`config.mk`:
```
export PLATFORM = sky130hd
export DESIGN_NAME = running_standardizer_core
export DESIGN_NICKNAME = d
export VERILOG_FILES = /design/src/hw/rtl/rstd_pkg.sv /design/src/hw/rtl/rstd_div.sv /design/src/hw/rtl/rstd_mul.sv /design/src/hw/rtl/running_standardizer_core.sv
export SDC_FILE = /design/constraint.sdc
export NUM_CORES = 2
export LEC_CHECK = 0
export BUFFER_PORTS_ARGS = -buffer_cell sky130_fd_sc_hd__buf_4
export CAP_MARGIN = 20
export CORE_UTILIZATION = 64
export CTS_CLUSTER_SIZE = 30
export DETAILED_ROUTE_END_ITERATION = 6
export PLACE_DENSITY_LB_ADDON = 0.05
export SETUP_SLACK_MARGIN = 0.5
export SKIP_LAST_GASP = 1
export SYNTH_ARGS = -nofsm -noshare
export SYNTH_HDL_FRONTEND = slang
export SYNTH_SLANG_ARGS = --single-unit
```
`constraint.sdc`:
```
create_clock -name clk -period 15.49 [get_ports clk]
set_clock_uncertainty 0.1 [all_clocks]
set_input_delay 3.098 -clock clk [delete_from_list [all_inputs] [get_ports clk]]
set_output_delay 3.098 -clock clk [all_outputs]
set_load 0.02 [all_outputs]
```
`src/hw/rtl/rstd_pkg.sv`:
```
// Shared types and constants for the running standardizer.
// Used by rstd_div, rstd_mul and running_standardizer_core.
package rstd_pkg;

    localparam int QW  = 48;    // serial operand / quotient width
    localparam int DVW = 33;    // divisor and remainder width
    localparam int STW = 6;     // step counter width

    localparam logic [STW-1:0] STEPS_MEAN  = 6'd48;
    localparam logic [STW-1:0] STEPS_VAR   = 6'd46;
    localparam logic [STW-1:0] STEPS_SCALE = 6'd31;
    localparam logic [STW-1:0] STEPS_MUL   = 6'd48;

    localparam logic [30:0] MAX31   = 31'h7FFF_FFFF;
    localparam logic [31:0] OFF_MAX = 32'h7FFF_FFFF;
    localparam logic [31:0] OFF_MIN = 32'h8000_0000;

    localparam logic REG_DESIRED_MEAN = 1'b0;
    localparam logic REG_DESIRED_STD  = 1'b1;

    typedef struct packed {
        logic           start;
        logic [STW-1:0] steps;
    } div_cmd_t;

endpackage

```
`src/hw/rtl/rstd_div.sv`:
```
// Bit-serial restoring divider: one quotient bit per cycle.
// Depends on rstd_pkg.
module rstd_div (
    input  logic                     clk,
    input  logic                     rst_n,
    input  rstd_pkg::div_cmd_t       cmd,
    input  logic [rstd_pkg::DVW-1:0] rem_init,
    input  logic [rstd_pkg::QW-1:0]  dividend,
    input  logic [rstd_pkg::DVW-1:0] divisor,
    output logic [rstd_pkg::QW-1:0]  quotient,
    output logic                     done
);
    import rstd_pkg::*;

    logic           busy_reg, busy_next;
    logic           done_reg, done_next;
    logic [STW-1:0] cnt_reg, cnt_next;
    logic [DVW-1:0] rem_reg, rem_next;
    logic [DVW-1:0] dvs_reg, dvs_next;
    logic [QW-1:0]  dvd_reg, dvd_next;
    logic [QW-1:0]  quo_reg, quo_next;
    logic [DVW:0]   part;
    logic [DVW:0]   diff;
    logic           ge;

    always_comb
    begin
        part      = {rem_reg, dvd_reg[QW-1]};
        diff      = part - {1'b0, dvs_reg};
        ge        = (part >= {1'b0, dvs_reg});
        busy_next = busy_reg;
        done_next = 1'b0;
        cnt_next  = cnt_reg;
        rem_next  = rem_reg;
        dvs_next  = dvs_reg;
        dvd_next  = dvd_reg;
        quo_next  = quo_reg;
        if (cmd.start)
        begin
            busy_next = 1'b1;
            cnt_next  = cmd.steps;
            rem_next  = rem_init;
            dvs_next  = divisor;
            dvd_next  = dividend;
            quo_next  = '0;
        end
        else if (busy_reg)
        begin
            rem_next = ge ? diff[DVW-1:0] : part[DVW-1:0];
            dvd_next = {dvd_reg[QW-2:0], 1'b0};
            quo_next = {quo_reg[QW-2:0], ge};
            cnt_next = cnt_reg - STW'(1);
            if (cnt_reg == STW'(1))
            begin
                busy_next = 1'b0;
                done_next = 1'b1;
            end
        end
    end

    always_ff @(posedge clk or negedge rst_n)
    begin
        if (!rst_n)
        begin
            busy_reg <= 1'b0;
            done_reg <= 1'b0;
        end
        else
        begin
            busy_reg <= busy_next;
            done_reg <= done_next;
        end
    end

    always_ff @(posedge clk)
    begin
        cnt_reg <= cnt_next;
        rem_reg <= rem_next;
        dvs_reg <= dvs_next;
        dvd_reg <= dvd_next;
        quo_reg <= quo_next;
    end

    assign quotient = quo_reg;
    assign done     = done_reg;

endmodule

```
`src/hw/rtl/rstd_mul.sv`:
```
// Bit-serial shift-add multiplier: one multiplier bit per cycle.
// Depends on rstd_pkg.
module rstd_mul (
    input  logic                      clk,
    input  logic                      rst_n,
    input  logic                      start,
    input  logic [rstd_pkg::QW-1:0]   a,
    input  logic [rstd_pkg::QW-1:0]   b,
    output logic [2*rstd_pkg::QW-1:0] prod,
    output logic                      done
);
    import rstd_pkg::*;

    logic            busy_reg, busy_next;
    logic            done_reg, done_next;
    logic [STW-1:0]  cnt_reg, cnt_next;
    logic [QW-1:0]   a_reg, a_next;
    logic [2*QW-1:0] acc_reg, acc_next;
    logic [QW:0]     sum;

    always_comb
    begin
        sum       = {1'b0, acc_reg[2*QW-1:QW]} + (acc_reg[0] ? {1'b0, a_reg} : '0);
        busy_next = busy_reg;
        done_next = 1'b0;
        cnt_next  = cnt_reg;
        a_next    = a_reg;
        acc_next  = acc_reg;
        if (start)
        begin
            busy_next = 1'b1;
            cnt_next  = STEPS_MUL;
            a_next    = a;
            acc_next  = {{QW{1'b0}}, b};
        end
        else if (busy_reg)
        begin
            acc_next = {sum, acc_reg[QW-1:1]};
            cnt_next = cnt_reg - STW'(1);
            if (cnt_reg == STW'(1))
            begin
                busy_next = 1'b0;
                done_next = 1'b1;
            end
        end
    end

    always_ff @(posedge clk or negedge rst_n)
    begin
        if (!rst_n)
        begin
            busy_reg <= 1'b0;
            done_reg <= 1'b0;
        end
        else
        begin
            busy_reg <= busy_next;
            done_reg <= done_next;
        end
    end

    always_ff @(posedge clk)
    begin
        cnt_reg <= cnt_next;
        a_reg   <= a_next;
        acc_reg <= acc_next;
    end

    assign prod = acc_reg;
    assign done = done_reg;

endmodule

```
`src/hw/rtl/running_standardizer_core.sv`:
```
// Running standardizer top level: Welford mean / squared-deviation update,
// serial square root, scale and offset. Depends on rstd_pkg, rstd_div, rstd_mul.
//
//   channel | signals                                   | role
//   --------+-------------------------------------------+---------------------------
//   in      | in_valid, in_ready, sample                | one sample per transfer
//   out     | out_valid, out_ready, sample_count,       | one result per sample
//           | mean_estimate, std_estimate,              |
//           | scale_factor, offset_value                |
//   cfg     | cfg_we, cfg_index, cfg_wdata              | write-only registers
//
// One sample at a time: the next input transfer waits for up to three passes
// of the 1-bit/cycle divider, two of the serial multiplier and a square root.
// Saturated variance skips a divide and the root; saturated scale skips one divide.
// Reset clears count, mean and sum; desired_mean = 0, desired_std = 1.0.
// The result sits in an output register, so a new sample is taken while it waits;
// a stalled output only holds the last step until the register frees up.
module running_standardizer_core (
    input  logic               clk,
    input  logic               rst_n,
    input  logic               in_valid,
    output logic               in_ready,
    input  logic signed [31:0] sample,
    output logic               out_valid,
    input  logic               out_ready,
    output logic [31:0]        sample_count,
    output logic signed [31:0] mean_estimate,
    output logic [30:0]        std_estimate,
    output logic [30:0]        scale_factor,
    output logic signed [31:0] offset_value,
    input  logic               cfg_we,
    input  logic               cfg_index,
    input  logic [31:0]        cfg_wdata
);
    import rstd_pkg::*;

    typedef enum logic [15:0] {
        S_IDLE = 16'b0000_0000_0000_0001,
        S_DELTA = 16'b0000_0000_0000_0010,
        S_ABS  = 16'b0000_0000_0000_0100,
        S_MDIV = 16'b0000_0000_0000_1000,
        S_D2   = 16'b0000_0000_0001_0000,
        S_ABS2 = 16'b0000_0000_0010_0000,
        S_MUL1 = 16'b0000_0000_0100_0000,
        S_VCHK = 16'b0000_0000_1000_0000,
        S_VDIV = 16'b0000_0001_0000_0000,
        S_SQRT = 16'b0000_0010_0000_0000,
        S_SCHK = 16'b0000_0100_0000_0000,
        S_SDIV = 16'b0000_1000_0000_0000,
        S_DIFF = 16'b0001_0000_0000_0000,
        S_DABS = 16'b0010_0000_0000_0000,
        S_MUL2 = 16'b0100_0000_0000_0000,
        S_FIN  = 16'b1000_0000_0000_0000
    } state_t;

    state_t state_reg, state_next;

    logic [31:0] dmean_reg, dmean_next;
    logic [30:0] dstd_reg, dstd_next;
    logic [31:0] count_reg, count_next;
    logic [47:0] mean_reg, mean_next;
    logic [63:0] sq_reg, sq_next;
    logic        out_valid_reg, out_valid_next;

    logic [31:0] x_reg, x_next;
    logic [48:0] t_reg, t_next;
    logic [47:0] mag_reg, mag_next;
    logic        neg_reg, neg_next;
    logic [61:0] rad_reg, rad_next;
    logic [32:0] srem_reg, srem_next;
    logic [30:0] root_reg, root_next;
    logic [4:0]  step_reg, step_next;
    logic [30:0] scale_reg, scale_next;
    logic [63:0] prod_reg, prod_next;

    logic [31:0] o_count_reg, o_count_next;
    logic [31:0] o_mean_reg, o_mean_next;
    logic [30:0] o_std_reg, o_std_next;
    logic [30:0] o_scale_reg, o_scale_next;
    logic [31:0] o_off_reg, o_off_next;

    div_cmd_t      div_cmd;
    logic [DVW-1:0] div_rem;
    logic [QW-1:0]  div_dvd;
    logic [DVW-1:0] div_dvs;
    logic [QW-1:0]  div_q;
    logic           div_done;

    logic            mul_start;
    logic [QW-1:0]   mul_a;
    logic [QW-1:0]   mul_b;
    logic [2*QW-1:0] mul_p;
    logic            mul_done;

    logic [48:0] t_neg;
    logic [47:0] t_abs;
    logic [48:0] x_minus_mean;
    logic [64:0] sum65;
    logic [32:0] cnt1;
    logic [32:0] rem4;
    logic [32:0] trial;
    logic        sge;
    logic [47:0] off_sh;
    logic        off_fits;
    logic [31:0] off_sat;
    logic        out_free;

    rstd_div u_div (
        .clk      (clk),
        .rst_n    (rst_n),
        .cmd      (div_cmd),
        .rem_init (div_rem),
        .dividend (div_dvd),
        .divisor  (div_dvs),
        .quotient (div_q),
        .done     (div_done)
    );

    rstd_mul u_mul (
        .clk   (clk),
        .rst_n (rst_n),
        .start (mul_start),
        .a     (mul_a),
        .b     (mul_b),
        .prod  (mul_p),
        .done  (mul_done)
    );

    assign t_neg        = -t_reg;
    assign t_abs        = t_reg[48] ? t_neg[47:0] : t_reg[47:0];
    assign x_minus_mean = {x_reg[31], x_reg, 16'b0} - {mean_reg[47], mean_reg};
    assign sum65        = {1'b0, sq_reg} + {17'b0, mul_p[95:48]};
    assign cnt1         = {1'b0, count_reg} + 33'd1;
    assign rem4         = {srem_reg[30:0], rad_reg[61:60]};
    assign trial        = {root_reg[30:0], 2'b01};
    assign sge          = (rem4 >= trial);
    assign off_sh       = prod_reg[63:16];
    assign off_fits     = (&off_sh[47:31]) | ~(|off_sh[47:31]);
    assign off_sat      = off_fits ? off_sh[31:0] : (off_sh[47] ? OFF_MIN : OFF_MAX);
    assign out_free     = !out_valid_reg || out_ready;

    always_comb
    begin
        state_next     = state_reg;
        dmean_next     = dmean_reg;
        dstd_next      = dstd_reg;
        count_next     = count_reg;
        mean_next      = mean_reg;
        sq_next        = sq_reg;
        out_valid_next = out_valid_reg;
        x_next         = x_reg;
        t_next         = t_reg;
        mag_next       = mag_reg;
        neg_next       = neg_reg;
        rad_next       = rad_reg;
        srem_next      = srem_reg;
        root_next      = root_reg;
        step_next      = step_reg;
        scale_next     = scale_reg;
        prod_next      = prod_reg;
        o_count_next   = o_count_reg;
        o_mean_next    = o_mean_reg;
        o_std_next     = o_std_reg;
        o_scale_next   = o_scale_reg;
        o_off_next     = o_off_reg;
        div_cmd        = '0;
        div_rem        = '0;
        div_dvd        = '0;
        div_dvs        = '0;
        mul_start      = 1'b0;
        mul_a          = '0;
        mul_b          = '0;

        if (cfg_we)
        begin
            case (cfg_index)
                REG_DESIRED_MEAN: dmean_next = cfg_wdata;
                REG_DESIRED_STD:  dstd_next  = cfg_wdata[30:0];
                default:          dmean_next = dmean_reg;
            endcase
        end

        if (out_valid_reg && out_ready)
        begin
            out_valid_next = 1'b0;
        end

        case (state_reg)
            S_IDLE:
            begin
                if (in_valid)
                begin
                    x_next     = sample;
                    count_next = (count_reg == '1) ? count_reg : count_reg + 32'd1;
                    state_next = S_DELTA;
                end
            end
            S_DELTA:
            begin
                t_next     = x_minus_mean;
                state_next = S_ABS;
            end
            S_ABS:
            begin
                neg_next      = t_reg[48];
                mag_next      = t_abs;
                div_cmd.start = 1'b1;
                div_cmd.steps = STEPS_MEAN;
                div_dvd       = t_abs;
                div_dvs       = {1'b0, count_reg};
                state_next    = S_MDIV;
            end
            S_MDIV:
            begin
                if (div_done)
                begin
                    // quotient truncated toward zero
                    mean_next  = neg_reg ? mean_reg - div_q : mean_reg + div_q;
                    state_next = S_D2;
                end
            end
            S_D2:
            begin
                t_next     = x_minus_mean;
                state_next = S_ABS2;
            end
            S_ABS2:
            begin
                mul_start  = 1'b1;
                mul_a      = mag_reg;
                mul_b      = t_abs;
                state_next = S_MUL1;
            end
            S_MUL1:
            begin
                if (mul_done)
                begin
                    sq_next    = sum65[64] ? '1 : sum65[63:0];
                    state_next = S_VCHK;
                end
            end
            S_VCHK:
            begin
                // var >= 2^46 exactly when sum >> 46 >= count + 1
                if ({15'b0, sq_reg[63:46]} >= cnt1)
                begin
                    root_next  = MAX31;
                    state_next = S_SCHK;
                end
                else
                begin
                    div_cmd.start = 1'b1;
                    div_cmd.steps = STEPS_VAR;
                    div_rem       = {15'b0, sq_reg[63:46]};
                    div_dvd       = {sq_reg[45:0], 2'b0};
                    div_dvs       = cnt1;
                    state_next    = S_VDIV;
                end
            end
            S_VDIV:
            begin
                if (div_done)
                begin
                    rad_next   = {div_q[45:0], 16'b0};
                    srem_next  = '0;
                    root_next  = '0;
                    step_next  = 5'd31;
                    state_next = S_SQRT;
                end
            end
            S_SQRT:
            begin
                rad_next  = {rad_reg[59:0], 2'b0};
                srem_next = sge ? rem4 - trial : rem4;
                root_next = {root_reg[29:0], sge};
                step_next = step_reg - 5'd1;
                if (step_reg == 5'd1)
                begin
                    state_next = S_SCHK;
                end
            end
            S_SCHK:
            begin
                // also covers desired_std of zero
                if ({15'b0, root_reg[30:15]} >= dstd_reg)
                begin
                    scale_next = MAX31;
                    state_next = S_DIFF;
                end
                else
                begin
                    div_cmd.start = 1'b1;
                    div_cmd.steps = STEPS_SCALE;
                    div_rem       = {17'b0, root_reg[30:15]};
                    div_dvd       = {root_reg[14:0], 33'b0};
                    div_dvs       = {2'b0, dstd_reg};
                    state_next    = S_SDIV;
                end
            end
            S_SDIV:
            begin
                if (div_done)
                begin
                    scale_next = div_q[30:0];
                    state_next = S_DIFF;
                end
            end
            S_DIFF:
            begin
                t_next     = {{17{mean_reg[47]}}, mean_reg[47:16]}
                           - {{17{dmean_reg[31]}}, dmean_reg};
                state_next = S_DABS;
            end
            S_DABS:
            begin
                neg_next   = t_reg[48];
                mul_start  = 1'b1;
                mul_a      = t_abs;
                mul_b      = {17'b0, scale_reg};
                state_next = S_MUL2;
            end
            S_MUL2:
            begin
                if (mul_done)
                begin
                    prod_next  = neg_reg ? -mul_p[63:0] : mul_p[63:0];
                    state_next = S_FIN;
                end
            end
            S_FIN:
            begin
                if (out_free)
                begin
                    o_count_next   = count_reg;
                    o_mean_next    = mean_reg[47:16];
                    o_std_next     = root_reg;
                    o_scale_next   = scale_reg;
                    o_off_next     = off_sat;
                    out_valid_next = 1'b1;
                    state_next     = S_IDLE;
                end
            end
            default:
            begin
                state_next = S_IDLE;
            end
        endcase
    end

    always_ff @(posedge clk or negedge rst_n)
    begin
        if (!rst_n)
        begin
            state_reg     <= S_IDLE;
            dmean_reg     <= '0;
            dstd_reg      <= 31'd65536;
            count_reg     <= '0;
            mean_reg      <= '0;
            sq_reg        <= '0;
            out_valid_reg <= 1'b0;
        end
        else
        begin
            state_reg     <= state_next;
            dmean_reg     <= dmean_next;
            dstd_reg      <= dstd_next;
            count_reg     <= count_next;
            mean_reg      <= mean_next;
            sq_reg        <= sq_next;
            out_valid_reg <= out_valid_next;
        end
    end

    always_ff @(posedge clk)
    begin
        x_reg       <= x_next;
        t_reg       <= t_next;
        mag_reg     <= mag_next;
        neg_reg     <= neg_next;
        rad_reg     <= rad_next;
        srem_reg    <= srem_next;
        root_reg    <= root_next;
        step_reg    <= step_next;
        scale_reg   <= scale_next;
        prod_reg    <= prod_next;
        o_count_reg <= o_count_next;
        o_mean_reg  <= o_mean_next;
        o_std_reg   <= o_std_next;
        o_scale_reg <= o_scale_next;
        o_off_reg   <= o_off_next;
    end

    assign in_ready      = (state_reg == S_IDLE);
    assign out_valid     = out_valid_reg;
    assign sample_count  = o_count_reg;
    assign mean_estimate = o_mean_reg;
    assign std_estimate  = o_std_reg;
    assign scale_factor  = o_scale_reg;
    assign offset_value  = o_off_reg;

    a_count_nonzero: assert property (@(posedge clk) disable iff (!rst_n)
        in_valid && in_ready |=> count_reg != '0)
        else $error("count zero after input transfer");

    a_div_done_state: assert property (@(posedge clk) disable iff (!rst_n)
        div_done |-> (state_reg == S_MDIV || state_reg == S_VDIV || state_reg == S_SDIV))
        else $error("divider finished outside a divide state");

    a_mul_done_state: assert property (@(posedge clk) disable iff (!rst_n)
        mul_done |-> (state_reg == S_MUL1 || state_reg == S_MUL2))
        else $error("multiplier finished outside a multiply state");

    a_out_load: assert property (@(posedge clk) disable iff (!rst_n)
        $rose(out_valid_reg) |-> $past(state_reg == S_FIN))
        else $error("output register loaded outside final state");

endmodule
```
# == Word-level counts from Yosys, hierarchy flattened ==
# Index checks and enable logic that the tools add are counted.
# word_totals
output_inout_bits,160
regBits,1058
in_bits,70
# op_classes
add_sub_neg,15
muxes,71
n_reduce_logical,26
bitwise,4
n_lt_le_gt_ge,4
eq_ne,30
# ops
cell,n
48-bit two-way mux,9
16-bit one-hot mux with 16 select lines,1
31-bit two-way mux,7
48-bit one-hot mux with 2 select lines,2
16-bit two-way mux,9
48-bit one-hot mux with 3 select lines,1
33-bit two-way mux,4
64-bit two-way mux,2
31-bit one-hot mux with 2 select lines,2
62-bit one-hot mux with 2 select lines,1
33-bit one-hot mux with 3 select lines,1
49-bit one-hot mux with 2 select lines,1
31-bit one-hot mux with 3 select lines,1
64-bit by 48-bit adder with 65-bit output,1
32-bit two-way mux,2
64-bit negator,1
62-bit two-way mux,1
48-bit by 48-bit adder with 49-bit output,1
48-bit by 48-bit subtractor with 49-bit output,1
48-bit adder,1
48-bit negator,1
48-bit subtractor,1
18-bit one-hot mux with 2 select lines,1
34-bit by 33-bit greater-or-equal comparator with 1-bit output,1
other kinds (53),97

# == Logic depth before layout (Yosys ltp) ==
# logic_depth
depth_word,5
ltp_mapped,21
mapped_depth_nobuf,21

# == Cells and area by module ==
# A second synthesis with hierarchy kept.
# hier_totals
hier_cells,5987
hier_area_um2,59798.6
# modules_own_cells
mod,seq_area_each_um2,cells_per_inst,area_per_inst_um2,n_inst
running_standardizer_core,20021.7,4416,42654.7,1
rstd_div,4614.4,755,8637.0,1
rstd_mul,4013.8,816,8506.9,1

# == Least setup slack after synthesis ==
# Ideal clock, no wire load.
# synth_timing
kind,input to register
from,input out_ready
to,"register o_mean_reg[0] (netlist: mean_estimate[0]), enable pin"
path_slack_ns,4.991
t_required_ns,14.713
arrival_time_ns,9.722
path_stages,2
path_buffers,0
path_cell_list,nor2b_1 > nor2_1
# synth_via
elab_chain_len,2
# synth_rtl
item,line,text
"start, declared",running_standardizer_core.sv:25,"input logic out_ready,"
1-bit logical OR,running_standardizer_core.sv:140,assign out_free = !out_valid_reg || out_ready;
2-bit AND reduction (no source line),-,
"end signal, assigned",running_standardizer_core.sv:387,o_mean_reg <= o_mean_next;
"end, declared",running_standardizer_core.sv:77,"logic [31:0] o_mean_reg, o_mean_next;"
# Every way passes these cells.
# A chain may end at the register's enable or synchronous reset.

# == Worst setup path after layout ==
# layout_timing
from,register state_reg[9]
to,output in_ready
# layout_via
elab_chain_len,1
# layout_rtl
item,line,text
"start, declared",running_standardizer_core.sv:56,"state_t state_reg, state_next;"
"start signal, assigned",running_standardizer_core.sv:364,state_reg <= state_next;
16-bit by 1-bit equality test with 1-bit output,running_standardizer_core.sv:393,assign in_ready = (state_reg == S_IDLE);
"end, declared",running_standardizer_core.sv:22,"output logic in_ready,"
# Every way passes these cells.

==> flow_metrics.env <==
export IMPL_dp_slack_ps=9540
export IMPL_ir_drop_v=0.000165
export IMPL_layout_drive_gt1_share_pct=9.51
export IMPL_max_slew_margin_rel_pct=29.9
export IMPL_dieWidth_microns=303
export IMPL_hold_slack_ps=357
export IMPL_seq_area_frac_synth_pct=49.6
export IMPL_syn_inst=5719
export IMPL_setup_tns_ps=0
export IMPL_cts_tree="done"
export IMPL_post_cts_setup_buffers=0
export IMPL_fillers=6565
export IMPL_die_area_sq_um=91500
export IMPL_drtIter0Drc=4418
export IMPL_yosys_warnings=0
export IMPL_finish_net_count=6252
export IMPL_largest_net_degree_at_the_start_of_global_routing=122
export IMPL_top_cells_by_instance_count_after_synthesis="696 x sky130_fd_sc_hd__edfxtp_1, 591 x sky130_fd_sc_hd__nand2_1, 473 x sky130_fd_sc_hd__o21ai_0"
export IMPL_slew_viol_final=0
export IMPL_io_pin_count=230
export IMPL_source_to_sink_clock_delay_at_the_later_pin_of_the_worst_skew_pair_ps=710
export IMPL_critical_path_max_stage_delay_ps=800
export IMPL_max_clock_freq_mhz=162
export IMPL_synth_edf_count=696
export IMPL_multi_input_area_sq_um=27000
export IMPL_setup_violations_final=0
export IMPL_post_cts_resize_count=0
export IMPL_post_synth_top_area_fraction_pct=36.2
export IMPL_post_layout_worst_setup_margin_ps=9310
export IMPL_worst_setup_path_type="flip-flop to primary output"
export IMPL_worstPathArrival_ps=2980
export IMPL_seqCellArea_sq_um=28700
export IMPL_place_port_buffers=229
export IMPL_layout_min_cycle_time_ps=6180
export IMPL_required_ps=12290
export IMPL_grt_first_pass_wirelength_microns=245000
export IMPL_yosys_cell_types_count=90
export IMPL_largest_register_ffs=96
export IMPL_syn_area_per_cell_sq_um=10.1
export IMPL_initial_core_util_pct=65.0
export IMPL_detail_route_vias_per_cell=6.31
export IMPL_timing_critical_path_cells="nor4_1 -> and3_1 -> nand2_1 -> nor2_1 -> buf_4"
export IMPL_core_region_area_sq_um=88900
export IMPL_run_status="finished, violations left"
export IMPL_mappedNetlistArea_sq_um=57800
export IMPL_globalRoute_totalOverflow=0
export IMPL_grt_setup_unrepaired="no"
export IMPL_r2r_slack_ps=9450
export IMPL_hold_path_class="flip-flop to flip-flop"
export IMPL_p_leak_nw=26.6
export IMPL_crit_path_end_kind="primary output"
export IMPL_max_cap_violations=0
export IMPL_clkTransAtPathRegs_ps=60
export IMPL_htreeDepth=3
export IMPL_violations_in_the_final_reports="design-rule violations"
export IMPL_post_synth_main_area_contributors="sky130_fd_sc_hd__edfxtp_1 36%, sky130_fd_sc_hd__dfrtp_1 9.8%, sky130_fd_sc_hd__ha_1 6.8%"
export IMPL_dieHeight_microns=303
export IMPL_via_count_of_the_first_global_routing_pass=41700
export IMPL_area_growth_syn_to_layout_pct=11.0
export IMPL_gp_congestion=0.954
export IMPL_firstDrtPassIters=7
export IMPL_crit_slowest_cell="sky130_fd_sc_hd__nor4_1"
export IMPL_average_wire_per_cell_in_the_routed_design_microns=22.6
export IMPL_routed_via_count=44900
export IMPL_final_hold_violation_count=0
export IMPL_antenna_left=0
export IMPL_finalCritPeriodShare_pct=39.9
export IMPL_drc=3
export IMPL_clock_sinks=1026
export IMPL_category_of_the_worst_setup_path_launch_point="flip-flop"
export IMPL_synth_fp_nets=6109
export IMPL_dp_final_hpwl_microns=117000
export IMPL_register_bit_total_from_synthesis=1026
export IMPL_floorplan_rows=109
export IMPL_post_synth_top_count_cell="sky130_fd_sc_hd__edfxtp_1"
export IMPL_timing_critical_path_fanout_max=6
export IMPL_synth_top_cell_by_area="sky130_fd_sc_hd__edfxtp_1"
export IMPL_worst_slew_pin_slew_ps=1050
export IMPL_post_cts_hold_buffer_count=0
export IMPL_cts_root_buf="sky130_fd_sc_hd__clkbuf_16"
export IMPL_clockBufferDepth=3
export IMPL_grt_util_all_layers_pct=34.8
export IMPL_grt_antenna_before_repair=3
export IMPL_asyncSetResetFlopFracSynth_pct=22.2
export IMPL_power_density_cell_area_nw_per_um2=129
export IMPL_ys_flop_type="sky130_fd_sc_hd__edfxtp_1"
export IMPL_detail_route_wirelength_microns=161000
export IMPL_number_of_buffers_created_by_cts=106
-- path summary, 6_finish.rpt --
check                               from           endpoint  cells past startpoint
min in group asynchronous          rst_n     u_mul.busy_reg                      1
min                        scale_reg[12]   scale_factor[12]                      0
max in group asynchronous          rst_n       mean_reg[44]                      2
max reg2reg                 count_reg[0]  u_div.rem_reg[28]                     18
min reg2reg                scale_reg[12]   scale_factor[12]                      0
max                         state_reg[9]           in_ready                      5
-- per-stage QoR --
| stage | cell area, sq um | instances | utilization, % | power, W |
|---|---|---|---|---|
| after floorplan | 57800 | 5719 | - | 0.00501 |
| after global placement | 60600 | 6916 | 68.1 | 0.00557 |
| after detailed placement | 60600 | 6917 | 68.1 | 0.00563 |
| after CTS | 64100 | 7116 | 72.1 | 0.00823 |
| after global routing | 64200 | 7118 | 72.2 | 0.00859 |
| final | 64200 | 7120 | 72.2 | 0.00825 |
-- metal layers --
layer  track usage [%]  vias to the layer above  wire length, microns
met5                 0                        -                     0
met4              11.8                        0                  5750
met3              5.35                      298                 13200
met2              54.1                     2022                 73100
met1              50.1                    21600                 68600
li1                  -                    21000                     -
-- placed cells by master, fill, tap and decap left out, types with 41 or more instances in the layout --
cell type	Yosys	routed
sky130_fd_sc_hd__nor4_1	44	44
sky130_fd_sc_hd__buf_4	0	284
sky130_fd_sc_hd__o21a_1	53	52
sky130_fd_sc_hd__mux2_2	41	41
sky130_fd_sc_hd__and2_1	67	67
sky130_fd_sc_hd__a22oi_1	57	57
sky130_fd_sc_hd__a21boi_0	41	41
sky130_fd_sc_hd__edfxtp_1	696	696
sky130_fd_sc_hd__nand4_1	60	60
sky130_fd_sc_hd__xor2_1	175	175
sky130_fd_sc_hd__and3_1	51	51
sky130_fd_sc_hd__ha_1	315	315
sky130_fd_sc_hd__a21oi_1	327	327
sky130_fd_sc_hd__mux2i_1	116	116
sky130_fd_sc_hd__inv_1	330	328
sky130_fd_sc_hd__nor3_1	80	80
sky130_fd_sc_hd__dfrtp_1	226	225
sky130_fd_sc_hd__nand2_1	591	588
sky130_fd_sc_hd__nor2_1	454	447
sky130_fd_sc_hd__a31oi_1	71	70
sky130_fd_sc_hd__o31ai_1	42	42
sky130_fd_sc_hd__nor2b_1	46	44
sky130_fd_sc_hd__xnor2_1	276	276
sky130_fd_sc_hd__a221o_1	56	56
sky130_fd_sc_hd__a21o_1	139	139
sky130_fd_sc_hd__nand2b_1	72	72
sky130_fd_sc_hd__nand3_1	103	103
sky130_fd_sc_hd__o21ai_0	473	472
sky130_fd_sc_hd__clkbuf_16	0	109
sky130_fd_sc_hd__dfxtp_1	102	102
-- worst max-delay path, delay by kind of cell, from the launching register on --
family,cells,cell delay (ps)
simple gates,4,1650
flops,1,410
buf+inv,1,230
-- logic make-up (layout without fill, tap and decap cells) --
group                      count (synthesis)  after routing  share of synthesized area [%]
xor gates and xnor gates                 451            451                           6.83
adders and majority gates                320            320                           6.99
buffers and inverters                    587            821                           3.85
and+or+nand+nor                         1703           1703                           13.9
other                                      0              2                              0
AOI/OAI and AO/OA                       1475           1475                           16.1
muxes                                    157            157                           2.81
DFF                                     1026           1026                           49.6
-- layout make-up --
type | instances | share of cell area, %
antenna | 2 | 0.00780
clock buffer | 146 | 4.61
clock inverter | 53 | 0.942
inverter | 333 | 1.95
multi-input combinational | 4106 | 42.1
sequential | 1026 | 44.6
tap | 1165 | 2.27
timing repair buffer | 289 | 3.44
-- report_power, final --
group / internal (W) / switching (W) / total (W)
clock network: 0.00150 / 0.00112 / 0.00261
registers: 0.00334 / 0.000223 / 0.00356
logic: 0.000785 / 0.00129 / 0.00207
total: 0.00562 / 0.00263 / 0.00825
No activity file was read; power rests on OpenSTA's default activity.
